[src/hw/rtl/isotp_rx_pkg.sv]
package isotp_rx_pkg;

  // func codes of an incoming request
  localparam logic [1:0] FUNC_START = 2'd0;
  localparam logic [1:0] FUNC_FRAME = 2'd1;
  localparam logic [1:0] FUNC_TICK  = 2'd2;

  // result kinds
  localparam logic [1:0] KIND_BYTE = 2'd0;
  localparam logic [1:0] KIND_FC   = 2'd1;
  localparam logic [1:0] KIND_FAIL = 2'd2;

  // error codes
  localparam logic [2:0] ERR_NONE     = 3'd0;
  localparam logic [2:0] ERR_EMPTY    = 3'd1;
  localparam logic [2:0] ERR_SF_LEN   = 3'd2;
  localparam logic [2:0] ERR_PCI      = 3'd3;
  localparam logic [2:0] ERR_FF       = 3'd4;
  localparam logic [2:0] ERR_SEQ      = 3'd5;
  localparam logic [2:0] ERR_TIMEOUT  = 3'd6;

  // reception phase
  localparam logic [1:0] PHASE_IDLE   = 2'd0;
  localparam logic [1:0] PHASE_FIRST  = 2'd1;
  localparam logic [1:0] PHASE_CONSEC = 2'd2;

  // pci nibbles
  localparam logic [3:0] PCI_SF = 4'h0;
  localparam logic [3:0] PCI_FF = 4'h1;
  localparam logic [3:0] PCI_CF = 4'h2;

  // configuration register indexes
  localparam logic [1:0] REG_RX_ID   = 2'd0;
  localparam logic [1:0] REG_TX_ID   = 2'd1;
  localparam logic [1:0] REG_EXT_IDS = 2'd2;
  localparam logic [1:0] REG_TIMEOUT = 2'd3;

  localparam int unsigned ID_W = 29;
  localparam logic [15:0] TIMEOUT_RESET = 16'd1000;

  typedef struct packed {
    logic [1:0]       func;
    logic [ID_W-1:0]  id;
    logic             ext;
    logic [3:0]       len;
    logic [7:0][7:0]  bytes;
  } item_t;

  typedef struct packed {
    logic [1:0]  phase;
    logic [3:0]  seq;
    logic [11:0] total;
    logic [11:0] rcvd;
    logic [15:0] elapsed;
  } state_t;

  typedef struct packed {
    logic [ID_W-1:0] rx_id;
    logic [ID_W-1:0] tx_id;
    logic            ext;
    logic [15:0]     timeout;
  } cfg_t;

  // results of one request still to be sent
  typedef struct packed {
    logic            fc;
    logic            fail;
    logic [2:0]      err;
    logic [2:0]      nbytes;
    logic [11:0]     pdu;
    logic            last_end;
    logic [6:0][7:0] data;
  } batch_t;

endpackage

[src/hw/rtl/isotp_rx_decode.sv]
module isotp_rx_decode import isotp_rx_pkg::*; (
  input  item_t  item,
  input  state_t st,
  input  cfg_t   cfg,
  output state_t st_next,
  output batch_t bat,
  output logic   has_res
);

  logic [3:0]  flen_c;
  logic [3:0]  pci;
  logic [3:0]  low;
  logic [15:0] el_inc;
  logic [11:0] ff_tot;
  logic [2:0]  take_ff;
  logic [11:0] remain;
  logic [2:0]  take_cf;
  logic [11:0] rcvd_cf;
  logic        id_ok;
  logic        fail;
  logic [2:0]  err;

  assign flen_c  = (item.len > 4'd8) ? 4'd8 : item.len;
  assign pci     = item.bytes[0][7:4];
  assign low     = item.bytes[0][3:0];
  assign el_inc  = (st.elapsed != 16'hFFFF) ? st.elapsed + 16'd1 : st.elapsed;
  assign ff_tot  = {low, item.bytes[1]};
  assign take_ff = (ff_tot < 12'd6) ? ff_tot[2:0] : 3'd6;
  assign remain  = st.total - st.rcvd;
  assign take_cf = (remain < 12'd7) ? remain[2:0] : 3'd7;
  assign rcvd_cf = st.rcvd + {9'd0, take_cf};
  assign id_ok   = (item.id == cfg.rx_id) && (item.ext == cfg.ext);

  always_comb begin
    st_next = st;
    bat     = '0;
    bat.pdu = st.total;
    has_res = 1'b0;
    fail    = 1'b0;
    err     = ERR_NONE;
    unique case (item.func)
      FUNC_START: begin
        st_next.phase   = PHASE_FIRST;
        st_next.seq     = 4'd1;
        st_next.total   = 12'd0;
        st_next.rcvd    = 12'd0;
        st_next.elapsed = 16'd0;
      end
      FUNC_TICK: begin
        if (st.phase != PHASE_IDLE) begin
          st_next.elapsed = el_inc;
          if (el_inc >= cfg.timeout) begin
            fail = 1'b1;
            err  = ERR_TIMEOUT;
          end
        end
      end
      FUNC_FRAME: begin
        if (st.phase != PHASE_IDLE && id_ok) begin
          if (flen_c == 4'd0) begin
            fail = 1'b1;
            err  = ERR_EMPTY;
          end else begin
            unique case (st.phase)
              PHASE_FIRST: begin
                if (pci == PCI_SF) begin
                  if (low == 4'd0 || low[3]) begin
                    fail = 1'b1;
                    err  = ERR_SF_LEN;
                  end else if (flen_c < 4'd1 + low) begin
                    fail = 1'b1;
                    err  = ERR_TIMEOUT;
                  end else begin
                    has_res         = 1'b1;
                    bat.nbytes      = low[2:0];
                    bat.pdu         = {8'd0, low};
                    bat.last_end    = 1'b1;
                    bat.data        = item.bytes[7:1];
                    st_next.total   = {8'd0, low};
                    st_next.rcvd    = {8'd0, low};
                    st_next.phase   = PHASE_IDLE;
                  end
                end else if (pci == PCI_FF) begin
                  if (ff_tot == 12'd0 || flen_c < 4'd8) begin
                    fail = 1'b1;
                    err  = ERR_FF;
                  end else begin
                    has_res         = 1'b1;
                    bat.fc          = 1'b1;
                    bat.nbytes      = take_ff;
                    bat.pdu         = ff_tot;
                    bat.last_end    = ({9'd0, take_ff} == ff_tot);
                    bat.data        = {8'd0, item.bytes[7:2]};
                    st_next.total   = ff_tot;
                    st_next.rcvd    = {9'd0, take_ff};
                    st_next.seq     = 4'd1;
                    st_next.elapsed = 16'd0;
                    st_next.phase   = ({9'd0, take_ff} == ff_tot) ? PHASE_IDLE : PHASE_CONSEC;
                  end
                end else begin
                  fail = 1'b1;
                  err  = ERR_PCI;
                end
              end
              PHASE_CONSEC: begin
                if (pci != PCI_CF) begin
                  fail = 1'b1;
                  err  = ERR_PCI;
                end else if (low != st.seq) begin
                  fail = 1'b1;
                  err  = ERR_SEQ;
                end else if (flen_c < 4'd1 + {1'b0, take_cf}) begin
                  fail = 1'b1;
                  err  = ERR_TIMEOUT;
                end else begin
                  has_res       = 1'b1;
                  bat.nbytes    = take_cf;
                  bat.last_end  = (rcvd_cf >= st.total);
                  bat.data      = item.bytes[7:1];
                  st_next.rcvd  = rcvd_cf;
                  st_next.seq   = st.seq + 4'd1;
                  st_next.phase = (rcvd_cf >= st.total) ? PHASE_IDLE : PHASE_CONSEC;
                end
              end
              default: begin
              end
            endcase
          end
        end
      end
      default: begin
      end
    endcase
    if (fail) begin
      has_res       = 1'b1;
      bat.fail      = 1'b1;
      bat.err       = err;
      st_next.phase = PHASE_IDLE;
    end
  end

endmodule

[src/hw/rtl/isotp_rx_emit.sv]
module isotp_rx_emit import isotp_rx_pkg::*; (
  input  logic            clk,
  input  logic            rst,
  input  logic            load,
  input  batch_t          bat_in,
  input  logic [ID_W-1:0] tx_id,
  input  logic            tx_ext,
  input  logic            out_stall,
  output logic            free,
  output logic            out_valid,
  output logic [1:0]      kind,
  output logic [7:0]      data_byte,
  output logic [11:0]     pdu_length,
  output logic [2:0]      error_code,
  output logic [ID_W-1:0] out_id,
  output logic            out_ext,
  output logic            last
);

  batch_t bat;
  logic   busy;
  logic   rem_one;
  logic   out_ready;
  logic   fire;

  assign busy      = bat.fc || bat.fail || (bat.nbytes != 3'd0);
  assign rem_one   = (bat.fc && !bat.fail && bat.nbytes == 3'd0)
                  || (!bat.fc && bat.fail && bat.nbytes == 3'd0)
                  || (!bat.fc && !bat.fail && bat.nbytes == 3'd1);
  assign out_ready = !out_valid || !out_stall;
  assign fire      = busy && out_ready;
  assign free      = !busy || (fire && rem_one);

  always_ff @(posedge clk) begin
    if (load) begin
      bat <= bat_in;
    end else if (fire) begin
      // flow control goes first, then a failure, then the payload bytes in order
      priority if (bat.fc) begin
        bat.fc <= 1'b0;
      end else if (bat.fail) begin
        bat.fail <= 1'b0;
      end else begin
        bat.data   <= {8'd0, bat.data[6:1]};
        bat.nbytes <= bat.nbytes - 3'd1;
      end
    end
    if (rst) begin
      bat.fc     <= 1'b0;
      bat.fail   <= 1'b0;
      bat.nbytes <= 3'd0;
    end
  end

  always_ff @(posedge clk) begin
    if (out_ready) begin
      out_valid <= fire;
    end
    if (fire) begin
      priority if (bat.fc) begin
        kind       <= KIND_FC;
        data_byte  <= 8'd0;
        error_code <= ERR_NONE;
        out_id     <= tx_id;
        out_ext    <= tx_ext;
        last       <= 1'b0;
      end else if (bat.fail) begin
        kind       <= KIND_FAIL;
        data_byte  <= 8'd0;
        error_code <= bat.err;
        out_id     <= '0;
        out_ext    <= 1'b0;
        last       <= 1'b1;
      end else begin
        kind       <= KIND_BYTE;
        data_byte  <= bat.data[0];
        error_code <= ERR_NONE;
        out_id     <= '0;
        out_ext    <= 1'b0;
        last       <= bat.last_end && (bat.nbytes == 3'd1);
      end
      pdu_length <= bat.pdu;
    end
    if (rst) begin
      out_valid <= 1'b0;
    end
  end

endmodule

[src/hw/rtl/isotp_rx_reassembler_core.sv]
// iso-tp receive reassembler for classic can frames
// input channel: in_valid / in_stall carrying one request (start, can frame or
// millisecond tick); a request is taken at an edge with in_valid high and in_stall low
// output channel: out_valid / out_stall carrying one result (payload byte, flow
// control request or failure); out_stall from the receiver holds the result in place
// configuration: cfg_write with cfg_index and cfg_data, one register per edge,
// only while no reception results are outstanding
// path: a request is registered, decoded in the next cycle, and its results
// are loaded into the result sequencer, which presents them from its output register
// throughput: one request per cycle while the result stage keeps up; a request
// that yields k results holds the sequencer until all are sent (at most seven:
// flow control plus six bytes, or seven consecutive-frame bytes), so the pace is set
// by the single-result output register; the next request waits in the input register
// a stalled receiver backs the sequencer up and in_stall rises once the input
// register holds a request with results that cannot yet be loaded
// reset: idle phase, no results pending, timeout of 1000 ticks, identifiers zero
module isotp_rx_reassembler_core import isotp_rx_pkg::*; (
  input  logic            clk,
  input  logic            rst,
  input  logic            cfg_write,
  input  logic [1:0]      cfg_index,
  input  logic [ID_W-1:0] cfg_data,
  input  logic            in_valid,
  output logic            in_stall,
  input  logic [1:0]      func,
  input  logic [ID_W-1:0] frame_id,
  input  logic            frame_ext,
  input  logic [3:0]      frame_len,
  input  logic [7:0]      byte_0,
  input  logic [7:0]      byte_1,
  input  logic [7:0]      byte_2,
  input  logic [7:0]      byte_3,
  input  logic [7:0]      byte_4,
  input  logic [7:0]      byte_5,
  input  logic [7:0]      byte_6,
  input  logic [7:0]      byte_7,
  output logic            out_valid,
  input  logic            out_stall,
  output logic [1:0]      kind,
  output logic [7:0]      data_byte,
  output logic [11:0]     pdu_length,
  output logic [2:0]      error_code,
  output logic [ID_W-1:0] out_id,
  output logic            out_ext,
  output logic            last
);

  cfg_t   cfg;
  state_t st;
  state_t st_next;
  item_t  s1_item;
  logic   s1_valid;
  logic   s1_go;
  batch_t bat;
  logic   has_res;
  logic   emit_free;
  logic   batch_load;

  always_ff @(posedge clk) begin
    if (cfg_write) begin
      unique case (cfg_index)
        REG_RX_ID:   cfg.rx_id   <= cfg_data;
        REG_TX_ID:   cfg.tx_id   <= cfg_data;
        REG_EXT_IDS: cfg.ext     <= cfg_data[0];
        REG_TIMEOUT: cfg.timeout <= cfg_data[15:0];
      endcase
    end
    if (rst) begin
      cfg.rx_id   <= '0;
      cfg.tx_id   <= '0;
      cfg.ext     <= 1'b0;
      cfg.timeout <= TIMEOUT_RESET;
    end
  end

  // a request with no results never waits for the sequencer
  assign s1_go      = s1_valid && (!has_res || emit_free);
  assign in_stall   = s1_valid && !s1_go;
  assign batch_load = s1_go && has_res;

  always_ff @(posedge clk) begin
    if (!in_stall) begin
      s1_valid <= in_valid;
    end
    if (in_valid && !in_stall) begin
      s1_item.func  <= func;
      s1_item.id    <= frame_id;
      s1_item.ext   <= frame_ext;
      s1_item.len   <= frame_len;
      s1_item.bytes <= {byte_7, byte_6, byte_5, byte_4, byte_3, byte_2, byte_1, byte_0};
    end
    if (rst) begin
      s1_valid <= 1'b0;
    end
  end

  always_ff @(posedge clk) begin
    if (s1_go) begin
      st <= st_next;
    end
    if (rst) begin
      st.phase   <= PHASE_IDLE;
      st.seq     <= 4'd1;
      st.total   <= 12'd0;
      st.rcvd    <= 12'd0;
      st.elapsed <= 16'd0;
    end
  end

  isotp_rx_decode u_decode (
    .item    (s1_item),
    .st      (st),
    .cfg     (cfg),
    .st_next (st_next),
    .bat     (bat),
    .has_res (has_res)
  );

  isotp_rx_emit u_emit (
    .clk        (clk),
    .rst        (rst),
    .load       (batch_load),
    .bat_in     (bat),
    .tx_id      (cfg.tx_id),
    .tx_ext     (cfg.ext),
    .out_stall  (out_stall),
    .free       (emit_free),
    .out_valid  (out_valid),
    .kind       (kind),
    .data_byte  (data_byte),
    .pdu_length (pdu_length),
    .error_code (error_code),
    .out_id     (out_id),
    .out_ext    (out_ext),
    .last       (last)
  );

  a_load_free: assert property (@(posedge clk) disable iff (rst)
    batch_load |-> emit_free)
    else $error("result batch loaded while sequencer busy");

  a_fail_last: assert property (@(posedge clk) disable iff (rst)
    (out_valid && kind == KIND_FAIL) |-> (last && error_code != ERR_NONE))
    else $error("failure result without last or error code");

  a_err_only_fail: assert property (@(posedge clk) disable iff (rst)
    (out_valid && kind != KIND_FAIL) |-> (error_code == ERR_NONE))
    else $error("error code on a non-failure result");

  a_start_arms: assert property (@(posedge clk) disable iff (rst)
    (s1_go && s1_item.func == FUNC_START) |=> (st.phase == PHASE_FIRST && st.rcvd == 12'd0))
    else $error("start request did not arm reception");

endmodule

[config.mk]
export PLATFORM = sky130hd
export DESIGN_NAME = isotp_rx_reassembler_core
export DESIGN_NICKNAME = d
export VERILOG_FILES = /design/src/hw/rtl/isotp_rx_pkg.sv /design/src/hw/rtl/isotp_rx_decode.sv /design/src/hw/rtl/isotp_rx_emit.sv /design/src/hw/rtl/isotp_rx_reassembler_core.sv
export SDC_FILE = /design/constraint.sdc
export NUM_CORES = 1
export LEC_CHECK = 0
export BUFFER_PORTS_ARGS = -buffer_cell sky130_fd_sc_hd__buf_2
export CAP_MARGIN = 20
export CORE_MARGIN = 4
export CORE_UTILIZATION = 59
export CTS_CLUSTER_DIAMETER = 120
export DETAILED_ROUTE_END_ITERATION = 16
export PLACE_DENSITY = 0.86
export SLEW_MARGIN = 25
export SYNTH_ARGS = -nofsm -noshare
export SYNTH_HDL_FRONTEND = slang
export SYNTH_SLANG_ARGS = --single-unit
[constraint.sdc]
create_clock -name clk -period 11.1 [get_ports clk]
set_input_delay 1.11 -clock clk [delete_from_list [all_inputs] [get_ports clk]]
set_output_delay 1.11 -clock clk [all_outputs]
set_load 0.005 [all_outputs]
==> key figures <==
Yosys
  – Dominant cells by area after synthesis: edfxtp_1 (41%), dfxtp_1 (15%), nand2_1 (4.8%)
  – Post-synthesis adder-cell area fraction: 4.94%
  – Post-Syn Area: 16800 µm²
  – Leading area contributor after synthesis: edfxtp_1
  – Post-synthesis xor/xnor area fraction: 3.08%
  – Main synth FF type: edfxtp_1
  – #FFs+latches synth: 356
  – Synth Area in Simple Gates: 15.3%
  – Commonest cells in the netlist: edfxtp_1 (228), nand2_1 (213), dfxtp_1 (128)
  – Number of synthesized flops with an enable pin: 228
  – Mapped Nets: 1773
  – Sequential area share after synthesis: 56.1%
  – Avg Cell Area, Syn: 10.7 µm²
  – YS warnings: 0
  – Most common cell in the netlist: edfxtp_1
  – Synthesized instance count: 1572
  – Mux cell area share after synthesis: 0.731%
  – Synth unique cells: 86
  – Synth top area share: 40.8%
  – Main combinational cell family by area after synthesis: compound AO/OA/AOI/OAI gates
  – Synth async-reset ratio: 0%
  – Complex-gate fraction of the synthesized area: 16.0%

Placed design
  – Dpl ws: 4210 ps
  – GP Congestion: 0.978
  – Port bufs: 193
  – DPL Wire Length: 29.1 mm
  – Cells after DPL: 2074

Clock tree
  – Clk sink count: 356
  – CTS tree: built
  – Clock Tree Root: clkbuf_16
  – Postcts setup bufs: 0
  – Cts hold-fix bufs: 0
  – Clock Pin Slew Worst Setup and Hold Paths: 60 ps
  – Depth of the CTS H-tree: 2
  – Clock latency on the worst-skew pair: 520 ps
  – Total CTS buffers: 37
  – Clock buffer depth: 3
  – Resized Gates After CTS: 0

Die
  – Die Ht: 177 µm
  – I/O pin count: 194
  – CORE AREA: 27900 µm²
  – Rows: 61
  – Initial Utilization: 60.0%
  – Chip Width: 177 µm
  – Overall die area: 31200 µm²

Setup path
  – WP data required: 11360 ps
  – Cells on worst reg2reg path: 21
  – Worst Setup EP: u_emit.bat[47]$_DFFE_PP_
  – Reg2reg setup slack: 4060 ps
  – Worst R2R End: u_emit.bat[47]$_DFFE_PP_
  – Startpoint Class: register
  – Crit path from: st[4]$_SDFFE_PP0P_
  – Worst EP arrival: 7300 ps
  – Crit Path Max Fanout: 94
  – Worst flop-to-flop path startpoint: st[4]$_SDFFE_PP0P_
  – Crit. End Element: register
  – Crit Path Class: reg -> reg

STA
  – Hold Vio Cnt, Final: 0
  – Final worst slack: 4060 ps
  – Worst-Margin Slew: 1060 ps
  – FMAX: 142 MHz
  – Rel. slew slack: 29.4%
  – RSZ-0062 raised after global routing: false
  – Skew final: 11.4 ps
  – Final-report setup violation count: 0
  – Min cycle time layout: 7040 ps
  – Slew Limit Fails: 0
  – Final period util: 63.4%
  – Setup TNS: 0 ps

Cells and area
  – Final std cells w/o fill: 2142
  – Multi-input gate area: 6770 µm²
  – Util after Layout: 68.6%
  – Syn-to-layout area delta: 14.2%
  – Layout cells sized above 1: 16.7%
  – Post-layout nets: 1937
  – # diodes: 0
  – Reg area: 9410 µm²
  – Fillers: 2085

Global routing
  – GRT overflow: 0
  – First-pass GRT wire length: 64.9 mm
  – Vias in the first global route: 12400
  – Gr usage total: 25.8%
  – Largest net degree at the start of global routing: 95
  – Antenna violations before repair: 1

Routing
  – Detailed-route wire length per cell: 19.5 µm
  – DR iter-0 viols: 1339
  – Drt via density: 6.06
  – DRT antenna net count: 0
  – Pre-Repair DR Iteration Count: 5
  – Final wirelength: 41.7 mm
  – Vias: 13000
  – DRC Markers: 0

Power and ir drop
  – Leak Pwr: 7.12 nW
  – Peak supply drop: 0.147 mV
  – Final Total Pwr: 0.00359 W
  – Power Density: 187 nW/µm²

Hold path
  – Hold Crit Class: reg -> reg

Outcome
  – Outcome: finished clean

Flow run
  – Maxcap violations: 0
==> through the flow <==
step | hold slack, ps | instance area (µm²)
after detailed placement | 405 | 18000
after global routing | 431 | 19100
after global placement | 406 | 18000
final | 419 | 19100
after CTS | 414 | 19100
after floorplan | 400 | 16800
==> placed cells by master, fill, tap and decap left out, types with 11 or more instances in the layout <==
cell type  instances
edfxtp_1         228
nand2_1          212
buf_2            192
dfxtp_1          127
a21oi_1          126
nor2_1            91
inv_1             75
ha_1              63
and2_1            55
nand3_1           51
a22o_1            50
xnor2_1           44
a22oi_1           41
clkbuf_16         38
o21ai_0           36
nor3_1            27
nand4_1           20
and3_1            18
clkbuf_1          16
xor2_1            15
buf_4             15
o21a_1            14
a21o_1            11
nand2b_1          11
==> cell families (layout without fill, tap and decap cells) <==
family,after synthesis,in the layout
simple gates,539,539
buf+inv,159,351
compound gates,382,382
xor+xnor,59,59
mux,12,12
fa+ha+maj,65,65
flops,356,356
==> final cells by class <==
cell class	count	area share, %
flip-flops and latches	356	49.1
multi-input cells	1057	35.3
repair buffers	208	5.65
clock buffers	57	5.46
well taps	378	2.47
inverters	76	1.49
clock inverters	10	0.451
==> worst max-delay path: stages, from the launching register on <==
cell	delay [ps]
dfxtp_1	420
and4_1	270
nand4_1	190
nor2_1	230
and3_1	310
nand3_1	340
nand2b_1	350
nor2_1	80
xor2_1	160
ha_1	230
nor4_1	290
nor3_1	70
a2111oi_0	450
o32ai_1	270
a211o_1	360
a211oi_2	210
or3_4	240
o22a_2	160
buf_4	670
inv_1	750
and3_1	410
a221o_1	270
==> per-layer routing <==
metal | global-route usage (%) | share of wire, % | vias up
li1 | - | - | 6060
met1 | 34.8 | 41 | 6136
met2 | 42.8 | 47 | 651
met3 | 4.08 | 8.2 | 129
met4 | 9.48 | 3.9 | 2
met5 | 0 | 0.022 | -
==> where the power goes <==
part | leakage (nW) | switching (W) | internal [W]
Combinational | 3.33 | 0.000346 | 0.000234
Clock | 0.548 | 0.000490 | 0.000674
Sequential | 3.24 | 0.0000832 | 0.00176
Total | 7.12 | 0.000920 | 0.00267
==> worst min path at each step <==
stage / from / end / slack, ps / depth (start not counted)
2_1_floorplan: u_emit.bat[57]$_DFFE_PP_ / u_emit.pdu_length[0]$_DFFE_PP_ / 400 / 0
3_3_place_gp: u_emit.bat[66]$_DFFE_PP_ / u_emit.pdu_length[9]$_DFFE_PP_ / 410 / 0
3_5_place_dp: u_emit.bat[66]$_DFFE_PP_ / u_emit.pdu_length[9]$_DFFE_PP_ / 410 / 0
4_1_cts: u_emit.bat[65]$_DFFE_PP_ / u_emit.pdu_length[8]$_DFFE_PP_ / 410 / 0
5_1_grt: u_emit.bat[60]$_DFFE_PP_ / u_emit.pdu_length[3]$_DFFE_PP_ / 430 / 0
6_report: u_emit.bat[66]$_DFFE_PP_ / u_emit.pdu_length[9]$_DFFE_PP_ / 420 / 0
==> registers in the layout, indices dropped and copies added, names as in the netlist <==
name and cells:
u_emit.out_valid 1, cfg 75, u_emit.out_ext 1, u_emit.out_id 29, u_emit.last 1, st 46, s1_valid 1, u_emit.bat 77
u_emit.error_code 3, u_emit.kind 2, u_emit.pdu_length 12, u_emit.data_byte 8, s1_item 100
(Power assumes the default switching activity.)
